$ cat src/design/buffered_serial_byte_transmitter_top_assert.svh
// Assertion helpers used by the transmitter core RTL.
`ifndef BUFFERED_SERIAL_BYTE_TRANSMITTER_TOP_ASSERT_SVH
`define BUFFERED_SERIAL_BYTE_TRANSMITTER_TOP_ASSERT_SVH

// Invariant checked at every edge outside reset.
`define BSBT_ASSERT(label, expr, msg) \
  label: assert property (@(posedge clk) disable iff (rst) (expr)) else $error(msg);

// Same-cycle implication.
`define BSBT_ASSERT_IMP(label, ante, cons, msg) \
  label: assert property (@(posedge clk) disable iff (rst) (ante) |-> (cons)) else $error(msg);

// Next-cycle implication.
`define BSBT_ASSERT_NXT(label, ante, cons, msg) \
  label: assert property (@(posedge clk) disable iff (rst) (ante) |=> (cons)) else $error(msg);

`endif

$ cat src/design/bsbt_pkg.sv
package bsbt_pkg;

  localparam int FIFO_DEPTH = 64;
  localparam int IDX_W      = $clog2(FIFO_DEPTH);
  localparam int BYTE_W     = 8;
  localparam int DATA_BITS  = 8;
  localparam int BITS_W     = 4;
  localparam int FREE_W     = 6;
  localparam int SUM_W      = (IDX_W > FREE_W) ? IDX_W : FREE_W;
  localparam int OUT_W      = 16;

  typedef enum logic [1:0] {
    PH_IDLE  = 2'd0,
    PH_START = 2'd1,
    PH_DATA  = 2'd2,
    PH_STOP  = 2'd3
  } phase_t;

  typedef enum logic {
    OP_SEND = 1'b0,
    OP_TICK = 1'b1
  } op_t;

  typedef struct packed {
    logic [FREE_W-1:0] free_slots;
    logic              busy_res;
    logic              line_level;
    logic              accepted;
  } result_t;

endpackage

$ cat src/design/bsbt_ram.sv
module bsbt_ram #(
  parameter int DATA_W = 8,
  parameter int DEPTH  = 64,
  parameter int ADDR_W = $clog2(DEPTH)
) (
  input  logic              clk,
  input  logic              wr_en,
  input  logic [ADDR_W-1:0] wr_addr,
  input  logic [DATA_W-1:0] wr_data,
  input  logic [ADDR_W-1:0] rd_addr,
  output logic [DATA_W-1:0] rd_data
);

  logic [DATA_W-1:0] mem [DEPTH];

  always_ff @(posedge clk) begin
    if (wr_en) begin
      mem[wr_addr] <= wr_data;
    end
    rd_data <= mem[rd_addr];
  end

endmodule

$ cat src/design/bsbt_core.sv
`include "buffered_serial_byte_transmitter_top_assert.svh"

module bsbt_core (
  input  logic                          clk,
  input  logic                          rst,
  input  logic                          acc,
  input  bsbt_pkg::op_t                 op,
  input  logic [bsbt_pkg::BYTE_W-1:0]   data_byte,
  output bsbt_pkg::result_t             res
);

  localparam logic [bsbt_pkg::IDX_W-1:0] LAST_IDX = bsbt_pkg::IDX_W'(bsbt_pkg::FIFO_DEPTH - 1);

  bsbt_pkg::phase_t              phase, phase_next;
  logic [bsbt_pkg::IDX_W-1:0]    widx, ridx, ridx_next, w_wrap, r_wrap;
  logic [bsbt_pkg::IDX_W-1:0]    level, level_next;
  logic [bsbt_pkg::BYTE_W-1:0]   shift_byte, shift_byte_next;
  logic [bsbt_pkg::BITS_W-1:0]   bits_sent, bits_sent_next, bits_inc;
  logic                          line_out, line_out_next;
  logic                          full, do_send, do_tick, take_idle, take_stop, take;
  logic [bsbt_pkg::BYTE_W-1:0]   ram_q, head_byte, fwd_data;
  logic                          fwd_hit;
  logic [bsbt_pkg::SUM_W-1:0]    free_wide;

  assign w_wrap    = (widx == LAST_IDX) ? '0 : widx + bsbt_pkg::IDX_W'(1);
  assign r_wrap    = (ridx == LAST_IDX) ? '0 : ridx + bsbt_pkg::IDX_W'(1);
  assign full      = (w_wrap == ridx);
  assign do_send   = acc && (op == bsbt_pkg::OP_SEND) && !full;
  assign do_tick   = acc && (op == bsbt_pkg::OP_TICK);
  assign take_idle = do_send && (phase == bsbt_pkg::PH_IDLE);
  assign take_stop = do_tick && (phase == bsbt_pkg::PH_STOP) && (level != '0);
  assign take      = take_idle || take_stop;
  assign ridx_next = take ? r_wrap : ridx;
  assign bits_inc  = bits_sent + bsbt_pkg::BITS_W'(1);

  // head entry, bypassed when it was written in the cycle it was read
  assign head_byte = take_idle ? data_byte : (fwd_hit ? fwd_data : ram_q);

  bsbt_ram #(
    .DATA_W (bsbt_pkg::BYTE_W),
    .DEPTH  (bsbt_pkg::FIFO_DEPTH),
    .ADDR_W (bsbt_pkg::IDX_W)
  ) u_ram (
    .clk     (clk),
    .wr_en   (do_send),
    .wr_addr (widx),
    .wr_data (data_byte),
    .rd_addr (ridx_next),
    .rd_data (ram_q)
  );

  always_comb begin
    phase_next = phase;
    case (phase)
      bsbt_pkg::PH_IDLE: begin
        if (take_idle) phase_next = bsbt_pkg::PH_START;
      end
      bsbt_pkg::PH_START: begin
        if (do_tick) phase_next = bsbt_pkg::PH_DATA;
      end
      bsbt_pkg::PH_DATA: begin
        if (do_tick && bits_inc >= bsbt_pkg::BITS_W'(bsbt_pkg::DATA_BITS)) begin
          phase_next = bsbt_pkg::PH_STOP;
        end
      end
      bsbt_pkg::PH_STOP: begin
        if (do_tick) phase_next = (level != '0) ? bsbt_pkg::PH_START : bsbt_pkg::PH_IDLE;
      end
      default: phase_next = bsbt_pkg::PH_IDLE;
    endcase
  end

  always_comb begin
    line_out_next   = line_out;
    shift_byte_next = shift_byte;
    bits_sent_next  = bits_sent;
    if (do_tick) begin
      case (phase)
        bsbt_pkg::PH_START: begin
          line_out_next  = 1'b0;
          bits_sent_next = '0;
        end
        bsbt_pkg::PH_DATA: begin
          line_out_next   = shift_byte[0];
          shift_byte_next = shift_byte >> 1;
          bits_sent_next  = bits_inc;
        end
        bsbt_pkg::PH_STOP: begin
          line_out_next = 1'b1;
        end
        default: ;
      endcase
    end
    if (take) begin
      shift_byte_next = head_byte;
      bits_sent_next  = '0;
    end
    case ({do_send, take})
      2'b10:   level_next = level + bsbt_pkg::IDX_W'(1);
      2'b01:   level_next = level - bsbt_pkg::IDX_W'(1);
      default: level_next = level;
    endcase
  end

  assign free_wide = bsbt_pkg::SUM_W'(bsbt_pkg::FIFO_DEPTH - 1) - bsbt_pkg::SUM_W'(level_next);

  assign res.accepted   = do_send;
  assign res.line_level = line_out_next;
  assign res.busy_res   = (phase_next != bsbt_pkg::PH_IDLE);
  assign res.free_slots = free_wide[bsbt_pkg::FREE_W-1:0];

  always_ff @(posedge clk) begin
    if (rst) begin
      phase      <= bsbt_pkg::PH_IDLE;
      widx       <= '0;
      ridx       <= '0;
      level      <= '0;
      shift_byte <= '0;
      bits_sent  <= '0;
      line_out   <= 1'b1;
      fwd_hit    <= 1'b0;
    end else begin
      phase      <= phase_next;
      if (do_send) widx <= w_wrap;
      ridx       <= ridx_next;
      level      <= level_next;
      shift_byte <= shift_byte_next;
      bits_sent  <= bits_sent_next;
      line_out   <= line_out_next;
      fwd_hit    <= do_send && (widx == ridx_next);
    end
  end

  always_ff @(posedge clk) begin
    fwd_data <= data_byte;
  end

  `BSBT_ASSERT_IMP(a_idle_empty, phase == bsbt_pkg::PH_IDLE, level == '0 && line_out, "idle with queued bytes or low line")
  `BSBT_ASSERT(a_level_max, level <= LAST_IDX, "queue level above capacity")
  `BSBT_ASSERT_NXT(a_take_idle, take_idle, phase == bsbt_pkg::PH_START && shift_byte == $past(data_byte) && level == '0, "byte sent to idle line not loaded")
  `BSBT_ASSERT_NXT(a_full_hold, acc && op == bsbt_pkg::OP_SEND && full, level == $past(level) && widx == $past(widx), "refused byte changed the queue")

endmodule

$ cat src/design/buffered_serial_byte_transmitter_top.sv
// channel  dir  tdata                                       tuser
// s_*      in   [7:0] data_byte                             [0] operation
// m_*      out  [0] accepted [1] line_level [2] busy_res    none
//               [8:3] free_slots [15:9] zero
// One item per cycle while s_tready is high; its result is registered and shows in the cycle after the transfer.
// Queue and framing state update in that same cycle; the head byte comes from a
// RAM with a registered read, with a bypass when it is written as it is read.
// rst is synchronous; no clearing pass, the block takes items the cycle after reset.
// s_tready drops only while a result waits and m_tready is low.
module buffered_serial_byte_transmitter_top (
  input  logic                        clk,
  input  logic                        rst,
  input  logic                        s_tvalid,
  output logic                        s_tready,
  input  logic [7:0]                  s_tdata,  // [7:0] data_byte
  input  logic                        s_tuser,  // [0] operation
  output logic                        m_tvalid,
  input  logic                        m_tready,
  output logic [bsbt_pkg::OUT_W-1:0]  m_tdata   // accepted, line_level, busy_res, free_slots
);

  logic              acc;
  bsbt_pkg::result_t res;

  assign s_tready = !m_tvalid || m_tready;
  assign acc      = s_tvalid && s_tready;

  bsbt_core u_core (
    .clk       (clk),
    .rst       (rst),
    .acc       (acc),
    .op        (bsbt_pkg::op_t'(s_tuser)),
    .data_byte (s_tdata),
    .res       (res)
  );

  always_ff @(posedge clk) begin
    if (rst) begin
      m_tvalid <= 1'b0;
    end else if (acc) begin
      m_tvalid <= 1'b1;
    end else if (m_tready) begin
      m_tvalid <= 1'b0;
    end
  end

  always_ff @(posedge clk) begin
    if (acc) begin
      m_tdata <= bsbt_pkg::OUT_W'(res);
    end
  end

endmodule
$ cat config.mk
export PLATFORM = sky130hd
export DESIGN_NAME = buffered_serial_byte_transmitter_top
export DESIGN_NICKNAME = d
export VERILOG_FILES = /design/src/design/bsbt_pkg.sv /design/src/design/bsbt_ram.sv /design/src/design/bsbt_core.sv /design/src/design/buffered_serial_byte_transmitter_top.sv
export VERILOG_INCLUDE_DIRS = /design/src /design/src/design
export SDC_FILE = /design/constraint.sdc
export NUM_CORES = 1
export LEC_CHECK = 0
export ABC_AREA = 1
export BUFFER_PORTS_ARGS = -buffer_cell sky130_fd_sc_hd__buf_2
export CAP_MARGIN = 40
export CORE_UTILIZATION = 52
export DETAILED_ROUTE_END_ITERATION = 8
export PLACE_DENSITY = 0.67
export SYNTH_ARGS = -nofsm -noshare
export SYNTH_HDL_FRONTEND = slang
export SYNTH_SLANG_ARGS = --single-unit
export TNS_END_PERCENT = 10
$ cat constraint.sdc
create_clock -name clk -period 3.8 [get_ports clk]
set_input_delay 0.19 -clock clk [delete_from_list [all_inputs] [get_ports clk]]
set_output_delay 0.19 -clock clk [all_outputs]
set_load 0.01 [all_outputs]
# Word level (Yosys, flattened, before mapping)
# Memories as Yosys holds them, arrays and structs flattened. A register that Yosys moved wholly into a read port is not among the register bits.
# Index checks and enable logic that the tools add are counted.
[totals] input_bits=13 memories=1 mem_bits_rw=512 wordCells=74 regBits=52
[mem_list] memory="u_core.u_ram.mem" words=64 word_bits=8 read_ports=1 rd_ports_with_merged_regs=1 wr=1 line="bsbt_ram.sv:14" rtl="logic [DATA_W-1:0] mem [DEPTH];"
[op_classes] n_addsub=6 bitwise_logic=1 reduce_logical=23 n_lt_le_gt_ge=1 eq_ne=9 mux=22
[ops] op="8-bit 2-to-1 mux" n=5
[ops] op="6-bit by 1-bit adder with 6-bit output (second input constant)" n=3
[ops] op="6-bit 2-to-1 mux" n=3
[ops] op="6-bit == test" n=2
[ops] op="6-bit == test (second input constant)" n=2
[ops] op="6-bit case mux with 2 select lines" n=1
[ops] op="2-bit nonzero test" n=5
[ops] op="1-bit logical AND" n=9
[ops] op="2-bit 2-to-1 mux" n=4
[ops] op="2-bit case mux with 4 select lines" n=1
[ops] op="4-bit case mux with 2 select lines" n=1
[ops] op="2-bit == test (second input constant)" n=3
[ops] op="1-bit 2-to-1 mux" n=6
[ops] op="6-bit nonzero test" n=1
[ops] op="6-bit by 1-bit subtractor with 6-bit output (second input constant)" n=1
[ops] op="6-bit subtractor (first input constant)" n=1
[ops] op="4-bit by 1-bit adder with 4-bit output (second input constant)" n=1
[ops] op="2-bit by 1-bit == test with 1-bit output (second input constant)" n=2
[ops] op="4-bit >= comparator (second input constant)" n=1
[ops] op="2-bit AND reduction" n=2
[ops] op="1-bit case mux with 3 select lines" n=1
[ops] op="1-bit logical NOT" n=2
[ops] op="2-bit logical NOT" n=1
[ops] op="1-bit logical OR" n=2
[ops] op="2 further kinds" n=2

# Longest topological paths before layout
[depth] ltp_word=10 depth_mapped=27 ltp_nobuf=24

# By module
# Synthesis repeated with hierarchy kept, for this count alone.
[hier_totals] hier_cells=2184 area_unflattened_um2=24193.2
[modules_own_cells] module="bsbt_ram" cells_per_inst=1805 n_inst=1 area_per_inst_um2=21339.2 seq_area_each_um2=15534.9
[modules_own_cells] module="bsbt_core" cells_per_inst=356 n_inst=1 area_per_inst_um2=2479.9 seq_area_each_um2=840.8
[modules_own_cells] module="buffered_serial_byte_transmitter_top" cells_per_inst=23 n_inst=1 area_per_inst_um2=374.1 seq_area_each_um2=290.3

# Least setup slack after synthesis
# No wires, ideal clock.
[synth_path] path_kind="reg-to-reg" from="register u_core.widx[1] (netlist name)" to="register m_tdata[8] (netlist name) (data pin)" setup_ps=270 slack_ps=153 required_ps=3530 synth_period_minus_slack_ps=3647 stages_incl_launch_ff=24 t_arrival_ps=3377 path_buffers=3 path_cell_list="dfxtp_1 -> ha_1 -> nand2_1 -> inv_1 -> nand2_1 -> nand3_1 -> nand2_1 -> nand2_1 -> nor2_1 -> nand2_1 -> nand3_4 -> nand2_4 -> buf_6 -> clkbuf_1 -> ha_1 -> clkbuf_1 -> xor2_1 -> inv_1 -> a21oi_1 -> a21oi_1 -> or2_2 -> o21ai_0 -> o21ai_0 -> xor2_1"
[synth_lines] element="from (decl)" line="bsbt_core.sv:15" rtl="logic [bsbt_pkg::IDX_W-1:0] widx, ridx, ridx_next, w_wrap, r_wrap;"
[synth_lines] element="from (signal assigned)" line="bsbt_core.sv:124" rtl="if (do_send) widx <= w_wrap;"
[synth_lines] element="to (signal assigned)" line="buffered_serial_byte_transmitter_top.sv:49" rtl="m_tdata <= bsbt_pkg::OUT_W'(res);"
[synth_lines] element="to (decl)" line="buffered_serial_byte_transmitter_top.sv:19" rtl="output logic [bsbt_pkg::OUT_W-1:0] m_tdata"

# Worst setup path after layout
[layout_path] from="register u_core.widx[0] (netlist name)" to="register u_core.u_ram.rd_data[0], read port of u_core.u_ram.mem"
[layout_between] elab_chain_len=8
[layout_rtl] element="6-bit by 1-bit adder with 6-bit output / 6-bit == test (equally long branches)" line="bsbt_core.sv:25" rtl="assign w_wrap = (widx == LAST_IDX) ? '0 : widx + bsbt_pkg::IDX_W'(1);"
[layout_rtl] element="6-bit 2-to-1 mux (*)" line="bsbt_core.sv:25"
[layout_rtl] element="6-bit == test (*)" line="bsbt_core.sv:27" rtl="assign full = (w_wrap == ridx);"
[layout_rtl] element="1-bit logical NOT (*)" line="bsbt_core.sv:28" rtl="assign do_send = acc && (op == bsbt_pkg::OP_SEND) && !full;"
[layout_rtl] element="1-bit logical AND (*)" line="bsbt_core.sv:28"
[layout_rtl] element="1-bit logical AND (*)" line="bsbt_core.sv:30" rtl="assign take_idle = do_send && (phase == bsbt_pkg::PH_IDLE);"
[layout_rtl] element="1-bit logical OR (*)" line="bsbt_core.sv:32" rtl="assign take = take_idle || take_stop;"
[layout_rtl] element="6-bit 2-to-1 mux (*)" line="bsbt_core.sv:33" rtl="assign ridx_next = take ? r_wrap : ridx;"
[layout_rtl] element="to (decl)" line="bsbt_ram.sv:11" rtl="output logic [DATA_W-1:0] rd_data"
# Mark *: on every way between the ends. The rest lies on a longest branch, timed or not.
# A chain may end at the register's enable or synchronous reset.

==> results.yml <==
run_status:
  status: "finished, final reports clean"
critical_path:
  cp.arrival_ns: 4.13
  max_stage_delay_ns: 0.35
  crit_slowest_cell: "dfxtp_1"
  end_kind: "flop"
  startpoint_type: "flop"
  path_class: "reg2reg"
  crit_fanout: 67
  crit_buf_inv: 3
  critPathRequiredTime_ns: 4.31
  path_cells: "buf_4, inv_2, nor2_1, nand2_1, nand3_1, nand2_1, nand2_1, nor2_1, nand2_1, nand3_4, nand2_4, nand2_2, nand2_8, buf_16, nand2_1, nand3_1, nand3_1, nand3_1, nand3_1, nand3_1, nand2_1"
  cpLargestDelayFamily: "simple AND/OR/NAND/NOR gates"
clocking:
  clkTransAtPathRegs_ns: 0.06
  cts_tree: "built"
  ctsHtreeMaxLevel: 2
  cts_root_buf: "clkbuf_16"
  insertion_delay_ns: 0.62
  clkSinkCount: 572
  numCtsBuffers: 59
  clock_path_buffers: 3
cells_and_area:
  finalNonFillerCells: 3370
  drive_gt1_frac: 0.09138
  final_common_cell: "nand2_1"
  n_fill_cell: 3939
  antenna_cells: 0
  multi_input_comb_area_um2: 6427
  nNetsFinal: 2688
  final_cell_mix: "570 x nand2_1, 556 x nand3_1, 521 x edfxtp_1, 517 x inv_1, 105 x nor2_1"
  seq_area_um2: 16670
  area_growth_pct: 13.27
timing:
  slew-limit-headroom: 0.3560
  setup_viol: 0
  finalMaxSlewViolations: 0
  worstMarginPinSlew_ns: 0.9644
  finClkSkew_ns: 0.01603
  timing.final.hold_violations: 0
  fin_crit_sh: 0.9530
  max_freq_ghz: 0.2761
  fin_crit_ns: 3.622
  fin_ws_ns: 0.1784
drt:
  drc: 0
  drt_wl_total_um: 65240
  wl_per_cell_um: 19.36
  vias: 18080
  drt-initial-drc-count: 1850
  ant_nets: 0
  drt_first_pass_iters: 5
  vias_per_cell: 5.364
logic_synthesis:
  synth_ff_type: "edfxtp_1"
  synth_area_um2: 25610
  async_flop_share: 0
  synth.top_cell.area_share: 0.6110
  synth_area_leader_cell: "edfxtp_1"
  yosysWarningCount: 0
  synthCells: 2593
  seq_area_frac_synth: 0.6509
  synth_cell_types: 39
  synth.area.top_cells: "edfxtp_1 61%, nand3_1 11%, nand2_1 8.4%"
  synth_edf_count: 521
  synth.avg_cell_area_um2: 9.875
  ys_ff_latch: 572
global_routing:
  grt_use_total: 0.2641
  grt-ovfl-total: 0
  grt_start_max_net_pins: 70
  grt_pass1_vias: 17480
  grt_pass1_wl_um: 100600
  antenna_found_initial: 0
power:
  power.density_nw_per_um2: 514.8
  ir_drop_uv: 350.1
  p_leak_uw: 0.01230
placement:
  dp_hpwl_um: 40590
  portBuffers: 23
  gp_congestion: 0.9191
  post-place-cells: 3248
  place_ws_ns: 0.1345
floorplanning:
  coreArea_um2: 48150
  dieArea_um2: 50130
  rows: 80
  ios: 31
  fp.dieW_um: 223.9
  die_y_um: 223.9
  initial_core_util: 0.5318
min_path:
  hold_path_class: "in2reg"
flow_run:
  cap_violations: 0
cell families (layout without fill, tap and decap cells):
kind of cell	Yosys count	after routing	synth area share
DFF	572	572	0.6509
buffers and inverters	657	770	0.1036
xor gates and xnor gates	12	12	0.004838
other	1	7	0.0001465
AOI/OAI and AO/OA	74	74	0.01696
adders and majority gates	11	11	0.005375
and+or+nand+nor	1259	1261	0.2155
muxes	7	7	0.002736
worst paths after layout:
kind	startpoint	end	slack [ns]	depth (start not counted)
setup reg to reg	u_core.widx[0]$_SDFFE_PP0P_	u_core.u_ram.rd_data[0]$_DFF_P_	0.18	21
setup / recovery	u_core.widx[0]$_SDFFE_PP0P_	u_core.u_ram.rd_data[0]$_DFF_P_	0.18	21
hold / removal	s_tdata[2]	u_core.u_ram.mem[40][2]$_DFFE_PP_	0.05	1
hold reg to reg	u_core.bits_sent[1]$_SDFFE_PP0P_	u_core.bits_sent[1]$_SDFFE_PP0P_	0.48	2
through the flow:
stage	util	hold slack, ns	area, µm²	total power (µW)	TNS [ns]
2_1_floorplan	-	0.2177	25630	8595	0
3_3_place_gp	0.5581	0.4575	26870	9270	0
3_5_place_dp	0.5603	0.4711	26970	9324	0
4_1_cts	0.6005	0.03728	28910	14940	0
5_1_grt	0.6024	0.05602	29000	15440	-0.01647
6_report	0.6024	0.05182	29000	14930	0
state kept, by name (all words and copies together), names as in the netlist, 2 cells and up, named ones only:
name	cells
u_core.u_ram.mem	512
m_tdata	9
u_core.fwd_data	8
u_core.shift_byte	8
u_core.u_ram.rd_data	8
u_core.ridx	6
u_core.widx	6
u_core.bits_sent	4
u_core.level	4
u_core.phase	2
where the power goes:
part	internal [µW]	switching, µW
Sequential	6970	64.8
Clock	3280	2380
Combinational	708	1530
Total	11000	3980
Yosys cell counts, types with 10 or more instances:
cell type and n:
inv_1 518, buf_2 74, nor2_1 105, o21ai_0 29, a21oi_1 20, ha_1 11
dfxtp_1 51, buf_1 10, nand3_1 557, nand2_1 571, buf_4 21, nand4_1 10
edfxtp_1 521, clkbuf_1 25
repair_timing:
action | 4_1_cts | 5_1_grt
hold buffers | 5 | 0
hold endpoints to repair | 12 | 0
gates resized for setup | 0 | 11
setup endpoints to repair | 0 | 12
setup buffers | 0 | 4
cell type report:
type                    count  area share
clock buffers              90     0.05880
clock inverters            21    0.006212
inverters                 525     0.06795
multi-input cells        1372      0.2216
flip-flops and latches    572      0.5748
well taps                 656     0.02830
repair buffers            134     0.04236
layer usage:
layer  share of wire  vias up  global-route usage  wire (µm)
met2            0.46      778              0.4173      30170
met4           0.036        0             0.09766       2319
met3           0.080      144             0.04040       5211
met5               0        -                   0          0
met1            0.42     8600              0.3711      27540
li1                -     8556                   -          -
Note: power is estimated with default switching activity, not from simulation.
